`config.mk`:
```
export PLATFORM = sky130hd
export DESIGN_NAME = bla_ram
export DESIGN_NICKNAME = d
export VERILOG_FILES = /design/src/rtl/bla_ram.sv
export SDC_FILE = /design/constraint.sdc
export NUM_CORES = 1
export LEC_CHECK = 0
export BUFFER_PORTS_ARGS = -buffer_cell sky130_fd_sc_hd__buf_2
export CORE_UTILIZATION = 35
export CTS_BUF_LIST = sky130_fd_sc_hd__clkbuf_8
export DETAILED_ROUTE_END_ITERATION = 12
export PLACE_DENSITY = 0.52
export SLEW_MARGIN = 30
export SYNTH_ARGS = -nofsm -noshare
export SYNTH_HDL_FRONTEND = slang
export SYNTH_SLANG_ARGS = --single-unit
```
`constraint.sdc`:
```
create_clock -name clk -period 5 [get_ports clk]
set_clock_uncertainty 0.15 [all_clocks]
set_input_delay 1 -clock clk [delete_from_list [all_inputs] [get_ports clk]]
set_output_delay 1 -clock clk [all_outputs]
set_load 0.05 [all_outputs]
```
`src/rtl/bla_ram.sv`:
```
// Generic simple dual-port RAM: one write port and one registered read port.
// Self-contained; instantiated for the jump table and the depth table.
`timescale 1ns / 1ps

module bla_ram #(
	parameter int WIDTH = 8,
	parameter int DEPTH = 16
) (
	input  logic                     clk,
	input  logic                     we,
	input  logic [$clog2(DEPTH)-1:0] waddr,
	input  logic [WIDTH-1:0]         wdata,
	input  logic [$clog2(DEPTH)-1:0] raddr,
	output logic [WIDTH-1:0]         rdata
);

	logic [WIDTH-1:0] mem [DEPTH];

	// Write and registered read.
	always_ff @(posedge clk) begin
		if (we) begin
			mem[waddr] <= wdata;
		end
		rdata <= mem[raddr];
	end

endmodule

```
==> reports/metrics.csv, run 1 <==
stage,metric,value,unit
run_status,status,"finished, final reports clean",
route,# DRC,0,
global_route,number of global-route vias before repair,2345,
cts,"CTS clk-pin slew, worst paths",0.07,ns
sta,Tmin final,2.63,ns
sta,Peak Freq,381,MHz
critical_path,WP data arrival,2.80,ns
die,IO Count,26,
yosys,main combinational cell family by area after synthesis,multiplexers,
global_route,first-pass GRT wire length,14700,um
global_route,gr usage total,0.147,
route,Via Count,2345,
yosys,xor/xnor share of the synthesized area,0,
yosys,"Avg Cell Area, Syn",22.5,sq um
final_layout,most frequent cells in the layout,"edfxtp_1, buf_2, clkbuf_8",
cts,Post-CTS Setup Inserts,0,
critical_path,"Req. time, crit path",5.17,ns
flow_run,Max-Cap Viols,0,
critical_path,crit-path max cell delay,0.63,ns
global_route,grt ovf,0,
route,Routed WL per cell,21.4,um
route,Final ANT Viol Nets,0,
critical_path,startpoint types,primary input,
critical_path,slowest cell on the critical path,buf_2,
final_layout,"most common cell after layout, fill and taps aside",edfxtp_1,
sta,final setup TNS,0,ns
cts,hold_buf cts,0,
critical_path,Crit Path Class,in2reg,
placement,post-DP HPWL,6040,um
placement,PortBufs,25,
placement,RePlAce Congestion,0.700,
power,highest ir drop seen on vdd,0.215,mV
yosys,proportion of synthesized area in mux cells,0.150,
hold_path,hold crit path type,reg2reg,
sta,fin crit share,0.526,
sta,final hold vios,0,
yosys,Gate Count Post-Synth,229,
cts,CTS tree,built,
yosys,simple-gate area share of the yosys netlist,0.0318,
route,DRT Pass-1 Iters,4,
critical_path,crit-path cells,buf_2 -> buf_4 -> mux4_1 -> a22oi_1 -> nand2_1,
sta,Pins Over Slew Limit,0,
die,initial cell density of the core,0.365,
critical_path,CP Max Fanout,25,
final_layout,Syn-to-layout area delta,13.6,%
sta,RSZ-0062 raised after global routing,no,
cts,clk buf depth,2,
power,Power Density,393,mW/mm^2
global_route,largest net degree at the start of global routing,33,
sta,relative slew slack,0.361,
die,Die Y,123,um
die,Core Region,0.0141,sq mm
cts,root buf cell,clkbuf_8,
yosys,sequential share of the synthesized area,0.778,
critical_path,crit end category,register,
yosys,Post-Syn Nets,247,
die,Die Wd,123,um
yosys,synthesized-area fraction occupied by adder cells,0,
cts,cts repair resizes,0,
route,DRT iter0 DRCs,159,
die,die area,0.0152,sq mm
sta,Final Setup Violations,0,
sta,Worst-Margin Slew,0.955,ns
power,Tot Pwr,2300,uW
die,Site Rows,43,
critical_path,"delay-heaviest family, CP",buffers and inverters,
cts,H-tree depth,4,
cts,CTS buffer count,17,
route,vias per cell,5.10,
final_layout,"Net count, final",285,
power,Lkg Pwr,0.00192,uW
route,DRT Wirelength,9860,um
cts,CTS Sinks,136,
critical_path,Critical path buffers and inverters,2,
yosys,Ys Warns,0,
yosys,fraction of the mapped netlist area in compound gates,0.0233,
yosys,Netlist cell types,19,
cts,Clock Latency Late Sink,0.44,ns
yosys,synthesized cell area,0.00515,sq mm
yosys,Seq cells post-synth,136,
final_layout,n_diodes,0,
final_layout,layout cells sized above 1,0.282,
global_route,initial antenna violation count,0,
final timing paths:
path,from,endpoint,slack [ns],depth (start not counted)
worst min register to register,mem[12][1]$_DFFE_PP_,rdata[1]$_DFF_P_,0.52,3
worst max register to register,mem[9][4]$_DFFE_PP_,rdata[4]$_DFF_P_,3.40,3
worst min-delay path,mem[12][1]$_DFFE_PP_,rdata[1]$_DFF_P_,0.52,3
worst max-delay path,raddr[0],rdata[5]$_DFF_P_,2.37,5
power by group:
group	switching, uW	leakage [uW]	internal [uW]
combinational	92.4	0.000492	46.4
clock	394	0.000209	487
sequential	6.10	0.00122	1270
flip-flops by register name (all words and copies together) (netlist names):
register and count:
rdata 8, mem 128
worst min-delay path: cells and delay by family, from the launching register on:
family           cells  cell delay (ns)
flip-flops           1             0.32
multiplexers         1             0.22
AO/OA/AOI/OAI        1             0.06
AND/OR/NAND/NOR      1             0.05
metal layers:
layer / global-route usage / up-vias / part of all wire
met4: 0.0527 / 0 / 0.017
li1: - / 1044 / -
met2: 0.214 / 77 / 0.46
met3: 0.0461 / 16 / 0.064
met5: 0 / - / 0
met1: 0.207 / 1208 / 0.46
logic make-up (layout without fill, tap and decap cells):
group / count (synthesis) / after routing
DFF: 136 / 136
and+or+nand+nor: 35 / 35
muxes: 32 / 32
AOI/OAI and AO/OA: 16 / 16
buffers and inverters: 10 / 61
metrics by stage:
stage,std cells,setup slack (ns),util,cell area (sq um),hold slack [ns]
2_1_floorplan,229,2.36,-,5150,0.479
3_3_place_gp,428,1.86,0.386,5440,0.506
3_5_place_dp,428,1.86,0.387,5450,0.511
4_1_cts,460,2.33,0.415,5850,0.527
5_1_grt,460,2.22,0.415,5850,0.558
6_report,460,2.37,0.415,5850,0.521
synthesized netlist by cell type:
cell | number | share of area
mux4_1 | 14 | 0.071
or3b_2 | 1 | 0.0017
buf_6 | 3 | 0.0066
buf_2 | 3 | 0.0029
buf_4 | 1 | 0.0015
nor3_1 | 4 | 0.0039
nor2b_1 | 1 | 0.0012
mux4_2 | 18 | 0.079
nand3_1 | 1 | 0.00097
nand2_1 | 9 | 0.0066
clkdlybuf4s25_2 | 3 | 0.0058
a22oi_1 | 16 | 0.023
nand3b_1 | 2 | 0.0029
nand2b_1 | 2 | 0.0024
edfxtp_1 | 128 | 0.75
and2_1 | 1 | 0.0012
and2b_1 | 1 | 0.0015
nor2_1 | 13 | 0.0095
dfxtp_1 | 8 | 0.031
layout make-up:
cell class / count / area (sq um)
timing repair buffer: 29 / 155
fill: 1238 / 8250
sequential: 136 / 4000
multi-input combinational: 83 / 1070
tap: 180 / 225
clock buffer: 21 / 289
clock inverter: 11 / 108
Note: power is estimated with default switching activity, not from simulation.
==> run 2, diff against run 1 <==
Clock period 5 ns to 2.69 ns, I/O delays scaled along.
==> run 2 against run 1 <==
Compared with the run above:
- sequential power increased by 86%
- worst hold slack got worse by 0.17 ns
- combinational power increased by 94%
- final cell count increased by 2.6%
- non-clock buffer count increased by 15
- via count increased by 1.7%
- register-to-register slack got worse by 2.3 ns
- clock power increased by 44%
- critical path type unchanged
- critical endpoint is now rdata[1]$_DFF_P_
==> reports/metrics.csv, run 2 (same netlist as run 1, synthesis figures left out) <==
stage,metric,value,unit,change
final_layout,Largest Register,mem,,
route,Final ANT Viol Nets,0,,unchanged
global_route,largest net degree at the start of global routing,33,,unchanged
route,vias per cell,5.05,,-0.88%
cts,"CTS clk-pin slew, worst paths",0.07,ns,about the same
critical_path,Levels on crit path,5,,unchanged
route,Routed WL per cell,21.2,um,-1.3%
power,Lkg Pwr,0.00198,uW,+2.7%
critical_path,startpoint types,primary input,,
final_layout,most frequent cells in the layout,"edfxtp_1, buf_2, mux4_2",,
sta,Hold WS,0.349,ns,-0.173 ns
sta,RSZ-0062 raised after global routing,no,,
critical_path,"Req. time, crit path",2.85,ns,-2.32 ns
sta,fin crit share,0.668,,
die,die area,0.0152,sq mm,unchanged
sta,Tmin final,1.80,ns,
route,Via Count,2385,,+1.7%
route,# DRC,0,,unchanged
cts,Clock Latency Late Sink,0.42,ns,-0.02 ns
final_layout,Syn-to-layout area delta,13.9,%,
power,highest ir drop seen on vdd,0.309,mV,+44%
die,Die Wd,123,um,unchanged
placement,post-DP HPWL,6380,um,+5.6%
placement,PortBufs,25,,unchanged
final_layout,layout cells sized above 1,0.291,,+0.00895
final_layout,n_diodes,0,,unchanged
cts,Post-CTS Setup Inserts,0,,unchanged
global_route,grt ovf,0,,unchanged
route,DRT Wirelength,9990,um,+1.3%
global_route,initial antenna violation count,0,,unchanged
die,Die Y,123,um,unchanged
sta,final hold vios,0,,unchanged
critical_path,Crit Path Class,in2reg,,
hold_path,hold crit path type,in2reg,,
power,Tot Pwr,3920,uW,+70%
flow_run,Max-Cap Viols,0,,unchanged
cts,hold_buf cts,0,,unchanged
final_layout,final cell count without fillers,472,,+2.6%
placement,"Cell Area, Placed",0.00558,sq mm,+2.4%
critical_path,crit-path max cell delay,0.65,ns,+0.02 ns
sta,final setup TNS,0,ns,unchanged
cts,H-tree depth,4,,unchanged
route,DRT Pass-1 Iters,4,,unchanged
global_route,number of global-route vias before repair,2531,,+7.9%
die,initial cell density of the core,0.365,,unchanged
final_layout,"most common cell after layout, fill and taps aside",edfxtp_1,,
critical_path,Critical path buffers and inverters,2,,unchanged
cts,CTS buffer count,17,,unchanged
die,Site Rows,43,,unchanged
critical_path,crit-path cells,buf_2 -> buf_12 -> mux4_1 -> a22oi_1 -> nand2_1,,
final_layout,Final Instance Area,0.00586,sq mm,+0.28%
placement,RePlAce Congestion,0.686,,-2.0%
hold_path,Worst Min Path Start,wdata[2],,
critical_path,"delay-heaviest family, CP",multiplexers,,
critical_path,CP Max Fanout,32,,+28%
sta,Pins Over Slew Limit,0,,unchanged
final_layout,"Net count, final",300,,+5.3%
hold_path,Hold Path Depth,1,,-2
critical_path,slowest cell on the critical path,mux4_1,,
sta,relative slew slack,0.596,,+0.235
cts,CTS Sinks,136,,unchanged
placement,Post-Place Cells,443,,+3.5%
critical_path,cells on worst reg2reg path,3,,unchanged
global_route,first-pass GRT wire length,15500,um,+5.1%
cts,clk buf depth,2,,unchanged
critical_path,WP data arrival,1.96,ns,-0.84 ns
die,Core Region,0.0141,sq mm,unchanged
cts,cts repair resizes,0,,unchanged
sta,Final Setup Violations,0,,unchanged
critical_path,crit path launch,raddr[0],,
global_route,gr usage total,0.150,,+0.00371
power,Power Density,668,mW/mm^2,+70%
sta,Peak Freq,556,MHz,
cts,CTS tree,built,,
final_layout,Top Registers,"mem x128, rdata x8",,
critical_path,crit end category,register,,
route,DRT iter0 DRCs,222,,+40%
sta,Worst-Margin Slew,0.603,ns,-0.352 ns
cts,root buf cell,clkbuf_8,,
final_layout,max reg flops,128,,unchanged
run_status,status,"finished, final reports clean",,
critical_path,reg-to-reg startpoint,mem[5][1]$_DFFE_PP_,,
die,IO Count,26,,unchanged
## run 2: changes by cell type in the layout (fill, tap and decap cells not counted), moves of 2 or more
cell        previous run  this run
buf_4                  4        17
clkbuf_8              21        17
clkinv_2               2         5
clkinvlp_4             3         0
buf_12                 0         2
bufinv_16              2         0
clkinv_1               0         2
nor2_1                11        13
nor2_2                 2         0
## run 2: final timing paths
| kind | slack, ns | endpoint |
|---|---|---|
| setup / recovery | 0.89 | rdata[1]$_DFF_P_ |
| hold / removal | 0.35 | mem[6][2]$_DFFE_PP_ |
| setup reg to reg | 1.12 | rdata[1]$_DFF_P_ |
| hold reg to reg | 0.52 | rdata[1]$_DFF_P_ |
## run 2: stage by stage
stage / utilization / setup slack (ns)
final: 0.416 / 0.893
after global routing: 0.416 / 0.846
after CTS: 0.416 / 0.881
after detailed placement: 0.396 / 0.469
after global placement: 0.396 / 0.455
after floorplan: - / 0.509
## run 2: final cells by class
type | instances | area [sq um]
tap | 180 | 225
multi-input combinational | 83 | 1060
timing repair buffer | 44 | 293
clock inverter | 12 | 51.3
fill | 1274 | 8230
clock buffer | 17 | 234
sequential | 136 | 4000
## run 2: power breakdown
part	switching, uW	internal (uW)	total [uW]
registers	14.6	2370	2380
clock network	679	587	1270
logic	173	95.5	269
total	867	3050	3920
## run 2: metal layers
metal / vias up / wire length (um) / global-route usage
met2: 57 / 4550 / 0.220
met3: 11 / 429 / 0.0355
li1: 1071 / - / -
met5: - / 0 / 0
met4: 0 / 140 / 0.0565
met1: 1246 / 4860 / 0.218
