File: config.mk
export PLATFORM = sky130hd
export DESIGN_NAME = bla_ctrl
export DESIGN_NICKNAME = d
export VERILOG_FILES = /design/src/rtl/bla_pkg.sv /design/src/rtl/bla_ctrl.sv
export SDC_FILE = /design/constraint.sdc
export NUM_CORES = 1
export LEC_CHECK = 0
export BUFFER_PORTS_ARGS = -buffer_cell sky130_fd_sc_hd__buf_2
export CAP_MARGIN = 10
export CORE_MARGIN = 2
export CORE_UTILIZATION = 55
export CTS_CLUSTER_DIAMETER = 200
export CTS_CLUSTER_SIZE = 20
export DETAILED_ROUTE_END_ITERATION = 10
export PLACE_DENSITY_LB_ADDON = 0.2
export SETUP_SLACK_MARGIN = 0.2
export SLEW_MARGIN = 20
export SYNTH_ARGS = -nofsm -noshare
export SYNTH_HDL_FRONTEND = slang
export SYNTH_SLANG_ARGS = --single-unit
File: constraint.sdc
create_clock -name clk -period 4.5 [get_ports clk]
set_input_delay 0.9 -clock clk [delete_from_list [all_inputs] [get_ports clk]]
set_output_delay 0.9 -clock clk [all_outputs]
set_load 0.01 [all_outputs]
File: src/rtl/bla_pkg.sv
// Shared types, sizes and codes for the binary lifting ancestor table.
// Used by bla_ctrl and binary_lifting_ancestor_table_top; depends on nothing.
`timescale 1ns / 1ps

package bla_pkg;

	// Table sizes.
	localparam int MAX_NODES = 1024;
	localparam int LEVELS    = 10;

	// Derived widths.
	localparam int NODE_W = (MAX_NODES > 2) ? $clog2(MAX_NODES) : 1;
	localparam int CNT_W  = $clog2(MAX_NODES + 1);
	localparam int LVL_W  = (LEVELS > 1) ? $clog2(LEVELS) : 1;
	localparam int DEP_W  = NODE_W;
	localparam int JADR_W = NODE_W + LVL_W;
	localparam int JDEPTH = MAX_NODES * (2 ** LVL_W);

	// Fixed field widths of the item formats.
	localparam int ACT_W  = 2;
	localparam int IDX_W  = 10;
	localparam int STAT_W = 2;

	// Action codes.
	localparam logic [ACT_W-1:0] ACT_INSERT = 2'd0;
	localparam logic [ACT_W-1:0] ACT_QUERY  = 2'd1;
	localparam logic [ACT_W-1:0] ACT_CLEAR  = 2'd2;

	// Status codes.
	localparam logic [STAT_W-1:0] ST_OK   = 2'd0;
	localparam logic [STAT_W-1:0] ST_FULL = 2'd1;
	localparam logic [STAT_W-1:0] ST_BAD  = 2'd2;

	// One input item.
	typedef struct packed {
		logic [IDX_W-1:0] lower_node;
		logic [IDX_W-1:0] upper_node;
		logic [ACT_W-1:0] action;
	} item_t;

	// One result item.
	typedef struct packed {
		logic [STAT_W-1:0] status;
		logic [IDX_W-1:0]  new_node;
		logic              is_ancestor;
	} res_t;

	// Request to the jump table memory.
	typedef struct packed {
		logic              we;
		logic [JADR_W-1:0] waddr;
		logic [NODE_W-1:0] wdata;
		logic [JADR_W-1:0] raddr;
	} jreq_t;

	// Request to the depth memory.
	typedef struct packed {
		logic              we;
		logic [NODE_W-1:0] waddr;
		logic [DEP_W-1:0]  wdata;
		logic [NODE_W-1:0] raddr;
	} dreq_t;

	// Sequencer states.
	typedef enum logic [3:0] {
		S_IDLE,
		S_DECODE,
		S_INS_DWR,
		S_INS_JWR,
		S_Q_DL,
		S_Q_DIF,
		S_Q_LIFT,
		S_Q_WAIT,
		S_Q_CMP,
		S_DONE
	} state_t;

endpackage

File: src/rtl/bla_ctrl.sv
// Sequencer and datapath: decodes an item and walks the jump table one level per step.
// Depends on bla_pkg; drives the jump and depth memories instantiated in the top level.
`timescale 1ns / 1ps

module bla_ctrl (
	input  logic                       clk,
	input  logic                       arst_n,
	input  logic                       in_valid,
	output logic                       in_ready,
	input  bla_pkg::item_t             in_item,
	output logic                       res_valid,
	input  logic                       res_ready,
	output bla_pkg::res_t              res,
	output bla_pkg::jreq_t             jreq,
	input  logic [bla_pkg::NODE_W-1:0] jrdata,
	output bla_pkg::dreq_t             dreq,
	input  logic [bla_pkg::DEP_W-1:0]  drdata
);

	bla_pkg::state_t                state_q, state_d;
	bla_pkg::item_t                 item_q;
	bla_pkg::res_t                  res_q, res_d;
	logic [bla_pkg::CNT_W-1:0]      count_q, count_d;
	logic [bla_pkg::LVL_W-1:0]      lv_q, lv_d;
	logic [bla_pkg::NODE_W-1:0]     node_q, node_d;
	logic [bla_pkg::DEP_W-1:0]      du_q, du_d;
	logic [bla_pkg::LEVELS-1:0]     dist_q, dist_d;
	logic                           jzero_q, jzero_d;
	logic                           dzero_q, dzero_d;
	logic [bla_pkg::NODE_W-1:0]     jdata;
	logic [bla_pkg::DEP_W-1:0]      ddata;
	logic [bla_pkg::NODE_W-1:0]     upper;
	logic [bla_pkg::NODE_W-1:0]     lower;
	logic [bla_pkg::NODE_W-1:0]     row;
	logic                           upper_bad;
	logic                           lower_bad;
	logic [bla_pkg::DEP_W-1:0]      diff;

	// The root row and root depth read as zero without ever being stored.
	assign jdata = jzero_q ? '0 : jrdata;
	assign ddata = dzero_q ? '0 : drdata;

	assign upper = bla_pkg::NODE_W'(item_q.upper_node);
	assign lower = bla_pkg::NODE_W'(item_q.lower_node);
	assign row   = count_q[bla_pkg::NODE_W-1:0];
	assign upper_bad = (bla_pkg::CNT_W'(item_q.upper_node) >= count_q);
	assign lower_bad = (bla_pkg::CNT_W'(item_q.lower_node) >= count_q);
	assign diff  = ddata - du_q;

	assign in_ready  = (state_q == bla_pkg::S_IDLE);
	assign res_valid = (state_q == bla_pkg::S_DONE);
	assign res       = res_q;

	// State and control registers.
	always_ff @(posedge clk or negedge arst_n) begin
		if (!arst_n) begin
			state_q <= bla_pkg::S_IDLE;
			count_q <= bla_pkg::CNT_W'(1);
		end else begin
			state_q <= state_d;
			count_q <= count_d;
		end
	end

	// Working registers.
	always_ff @(posedge clk) begin
		if (in_valid && in_ready) begin
			item_q <= in_item;
		end
		res_q   <= res_d;
		lv_q    <= lv_d;
		node_q  <= node_d;
		du_q    <= du_d;
		dist_q  <= dist_d;
		jzero_q <= jzero_d;
		dzero_q <= dzero_d;
	end

	// Next state, memory requests and result.
	always_comb begin
		state_d = state_q;
		count_d = count_q;
		res_d   = res_q;
		lv_d    = lv_q;
		node_d  = node_q;
		du_d    = du_q;
		dist_d  = dist_q;
		jreq    = '0;
		dreq    = '0;
		jzero_d = 1'b0;
		dzero_d = 1'b0;

		unique case (state_q)
			bla_pkg::S_IDLE: begin
				if (in_valid) begin
					state_d = bla_pkg::S_DECODE;
				end
			end

			bla_pkg::S_DECODE: begin
				res_d   = '0;
				state_d = bla_pkg::S_DONE;
				case (item_q.action)
					bla_pkg::ACT_INSERT: begin
						if (count_q == bla_pkg::CNT_W'(bla_pkg::MAX_NODES)) begin
							res_d.status = bla_pkg::ST_FULL;
						end else if (upper_bad) begin
							res_d.status = bla_pkg::ST_BAD;
						end else begin
							// Level 0 is the parent itself; fetch the parent's depth.
							jreq.we    = 1'b1;
							jreq.waddr = {row, bla_pkg::LVL_W'(0)};
							jreq.wdata = upper;
							dreq.raddr = upper;
							dzero_d    = (upper == '0);
							state_d    = bla_pkg::S_INS_DWR;
						end
					end
					bla_pkg::ACT_QUERY: begin
						if (upper_bad || lower_bad) begin
							res_d.status = bla_pkg::ST_BAD;
						end else begin
							dreq.raddr = upper;
							dzero_d    = (upper == '0);
							state_d    = bla_pkg::S_Q_DL;
						end
					end
					bla_pkg::ACT_CLEAR: begin
						count_d = bla_pkg::CNT_W'(1);
					end
					default: begin
					end
				endcase
			end

			bla_pkg::S_INS_DWR: begin
				// Store the new depth and start the walk up the parent's rows.
				dreq.we    = 1'b1;
				dreq.waddr = row;
				dreq.wdata = ddata + bla_pkg::DEP_W'(1);
				if (bla_pkg::LEVELS > 1) begin
					jreq.raddr = {upper, bla_pkg::LVL_W'(0)};
					jzero_d    = (upper == '0);
					lv_d       = bla_pkg::LVL_W'(1);
					state_d    = bla_pkg::S_INS_JWR;
				end else begin
					res_d.new_node = bla_pkg::IDX_W'(row);
					count_d        = count_q + bla_pkg::CNT_W'(1);
					state_d        = bla_pkg::S_DONE;
				end
			end

			bla_pkg::S_INS_JWR: begin
				// Entry lv is entry lv-1 of the ancestor found one level down.
				jreq.we    = 1'b1;
				jreq.waddr = {row, lv_q};
				jreq.wdata = jdata;
				if (lv_q == bla_pkg::LVL_W'(bla_pkg::LEVELS - 1)) begin
					res_d.new_node = bla_pkg::IDX_W'(row);
					count_d        = count_q + bla_pkg::CNT_W'(1);
					state_d        = bla_pkg::S_DONE;
				end else begin
					jreq.raddr = {jdata, lv_q};
					jzero_d    = (jdata == '0);
					lv_d       = lv_q + bla_pkg::LVL_W'(1);
				end
			end

			bla_pkg::S_Q_DL: begin
				du_d       = ddata;
				dreq.raddr = lower;
				dzero_d    = (lower == '0);
				state_d    = bla_pkg::S_Q_DIF;
			end

			bla_pkg::S_Q_DIF: begin
				// Upper deeper than lower cannot be an ancestor.
				if (ddata < du_q) begin
					state_d = bla_pkg::S_DONE;
				end else begin
					dist_d  = bla_pkg::LEVELS'(diff);
					node_d  = lower;
					lv_d    = bla_pkg::LVL_W'(bla_pkg::LEVELS - 1);
					state_d = bla_pkg::S_Q_LIFT;
				end
			end

			bla_pkg::S_Q_LIFT: begin
				// Take a jump for each set bit of the distance, highest first.
				if (dist_q[lv_q]) begin
					jreq.raddr = {node_q, lv_q};
					jzero_d    = (node_q == '0);
					state_d    = bla_pkg::S_Q_WAIT;
				end else if (lv_q == '0) begin
					state_d = bla_pkg::S_Q_CMP;
				end else begin
					lv_d = lv_q - bla_pkg::LVL_W'(1);
				end
			end

			bla_pkg::S_Q_WAIT: begin
				node_d = jdata;
				if (lv_q == '0) begin
					state_d = bla_pkg::S_Q_CMP;
				end else begin
					lv_d    = lv_q - bla_pkg::LVL_W'(1);
					state_d = bla_pkg::S_Q_LIFT;
				end
			end

			bla_pkg::S_Q_CMP: begin
				res_d.is_ancestor = (node_q == upper);
				state_d           = bla_pkg::S_DONE;
			end

			bla_pkg::S_DONE: begin
				if (res_ready) begin
					state_d = bla_pkg::S_IDLE;
				end
			end

			default: begin
				state_d = bla_pkg::S_IDLE;
			end
		endcase
	end

endmodule

==> qor.csv <==
metric;value;unit
wl_per_cell;18.09;µm
h-tree-depth;3;
reg2reg_slack;1.54;ns
vias_per_cell;5.963;
drtIter0Drc;450;
r2r_cells;7;
synthSimpleGateAreaFrac;0.1980;
fp.dieH;104.9;µm
grt_max_degree;24;
synthXorXnorAreaFrac;0.05476;
period_minus_slack;3.930;ns
track_usage;0.2757;
grt-ovfl-total;0;
port_buffers;130;
critPathMaxStageDelay;0.40;ns
fp.dieW;104.9;µm
cts_sinks;86;
dp.cells;813;
synth_flop_cell;edfxtp_1;
drc;0;
max_cap_violations;0;
status;finished, final reports clean;
antenna_found_initial;0;
path_cells;clkinv_1 > ha_1 > a21oi_1 > o21ai_0 > a21oi_1 > o311ai_0 > buf_4 > nor4b_4 > buf_4 > o2bb2ai_1 > buf_2;
syn_area;5598;µm²
ff_latch_area;2489;µm²
synth-compound-area-share;0.1591;
grt_setup_unrepaired;no;
synthMuxAreaShare;0.01185;
layout.nets;774;
synth_enable_flop_cells;69;
yosysSeqAreaShare;0.4446;
cts_tree;built;
num_rows;36;
synth_fa_ha_area_frac;0.08538;
crit_start;count_q[6];
final_cell_area;6560;µm²
peakVddDrop;0.0002606;V
cp_data_arrival_time;3.03;ns
synth_area_leaders;edfxtp_1 37%, ha_1 7.8%, dfrtp_1 6.3%;
synth_top_family_by_area;simple AND/OR/NAND/NOR gates;
async_reset_ff_frac;0.1744;
fin_hold_ws;0.4191;ns
worstMarginPinSlew;1.061;ns
crit_fanout;22;
worstSetupEndpoint;jreq[19];
n_fill_cell;839;
dp_slack;1.031;ns
antenna_cells;0;
synth_commonest_cells;69 x edfxtp_1, 69 x nor2_1, 40 x inv_1, 35 x ha_1, 34 x nand2_1;
hold_viol;0;
min_path_type;in -> async;
insertion_delay;0.37;ns
p_total;2.698;mW
setup_viol;0;
synth_seq_cells;86;
critPathKind;reg -> out;
yosys.area.top_type;edfxtp_1;
start_kind;register;
syn-instance-count;569;
area_growth;17.19;%
vias;4943;
critical_path_required;3.60;ns
ios;131;
cp-end-kind;output pin;
r2r_start;dzero_q;
critPathSlowestCell;ha_1;
hpwl;11410;µm
clock_path_buffers;2;
multi_input_area;2864;µm²
yosys_warnings;0;
slew_violations;0;
final_util;0.6681;
fin_crit_sh;0.8733;
syn_nets;652;
cts_root_buf;clkbuf_8;
cts_resized;0;
drtAntennaViolNets;0;
synth_top_area_frac;0.3701;
cts_buffers;9;
p_leak;2.927;nW
clk_pin_slew;0.09;ns
drive_above_1_share;0.2371;
fin_ws;0.5700;ns
clock_skew;0.009272;ns
placed_area;6372;µm²
grt_pass1_wl;23900;µm
synthDistinctLibCells;64;
final_cells;829;
grt_pass1_vias;4671;
routed_wl;14990;µm
relSlewSlack;0.2928;
timing.rr.end;node_q[1];
tns;0;ns
power_density;411.3;nW/µm²
synth_area_per_cell;9.838;µm²
core;9819;µm²
fp.dieArea;11000;µm²
initial_core_util;0.5701;
postCtsHoldBufs;0;
fmax;254.5;MHz
cts_setup_buffers;0;
gp_congestion;0.9580;
dr.pass1.iters;5;
==> report_power, final <==
part | switching, mW | internal [mW]
Combinational | 0.559 | 0.378
Clock | 0.285 | 0.253
Sequential | 0.180 | 1.04
==> critical path: cells and delay by family (launching register included) <==
kind	cells	cell delay (ns)
flops	1	0.38
buf+inv	4	0.95
simple gates	1	0.20
fa+ha+maj	1	0.40
compound gates	5	0.72
==> flip-flops by register name (all words and copies together), names as in the netlist <==
signal,count
upper,10
item_q,2
lower,10
du_q,10
dist_q,10
node_q,10
jzero_q,1
res,13
count_q,11
state_q,4
dzero_q,1
lv_q,4
==> layout make-up <==
cell class / count / share of cell area
Multi-Input combinational cell: 416 / 0.4366
Sequential cell: 86 / 0.3794
Timing Repair Buffer: 136 / 0.1060
Tap cell: 133 / 0.02537
Inverter: 42 / 0.02403
Clock buffer: 9 / 0.01888
Clock inverter: 7 / 0.009727
==> worst min path at each step <==
stage,cells after the start,from,endpoint,slack (ns)
floorplan,1,item_q[1],res[12],0.56
global placement,1,item_q[1],res[12],0.58
detailed placement,1,item_q[1],res[12],0.58
CTS,1,arst_n,count_q[7],0.42
global route,1,arst_n,count_q[8],0.44
finish,1,arst_n,count_q[7],0.42
==> cell usage in the layout (no fill, tap or decap), drive strengths merged, types with 3 or more instances in the layout <==
cell type / netlist / final
o31ai: 4 / 4
or2: 4 / 4
buf: 4 / 136
a221o: 9 / 9
nand3: 14 / 14
dfrtp: 14 / 14
o21ai: 24 / 24
nor2: 69 / 69
inv: 41 / 42
and3: 7 / 7
nor2b: 13 / 13
and2: 3 / 3
a22o: 10 / 10
xnor2: 24 / 24
or3: 4 / 4
clkinv: 1 / 5
clkbuf: 21 / 9
a21o: 7 / 7
o2bb2ai: 12 / 12
xor2: 11 / 11
a31oi: 4 / 4
nor3: 18 / 18
nand2b: 18 / 18
edfxtp: 69 / 69
o21a: 11 / 11
nor4: 14 / 14
nand2: 34 / 34
ha: 35 / 35
nand4: 8 / 8
a21oi: 20 / 20
o211ai: 4 / 4
==> logic make-up after synthesis <==
logic type / count (synthesis)
fa+ha+maj: 37
xor+xnor: 35
buf+inv: 67
simple gates: 216
compound gates: 124
flops: 86
mux: 4
==> routing by layer <==
layer  GRT usage  wire [µm]  up-vias
met5           0          0        -
met4      0.1086        243        0
met3     0.04180       1233       23
li1            -          -     2323
met2      0.4309       6965      274
met1      0.3874       6551     2323
No activity file was read; power rests on OpenSTA's default activity.
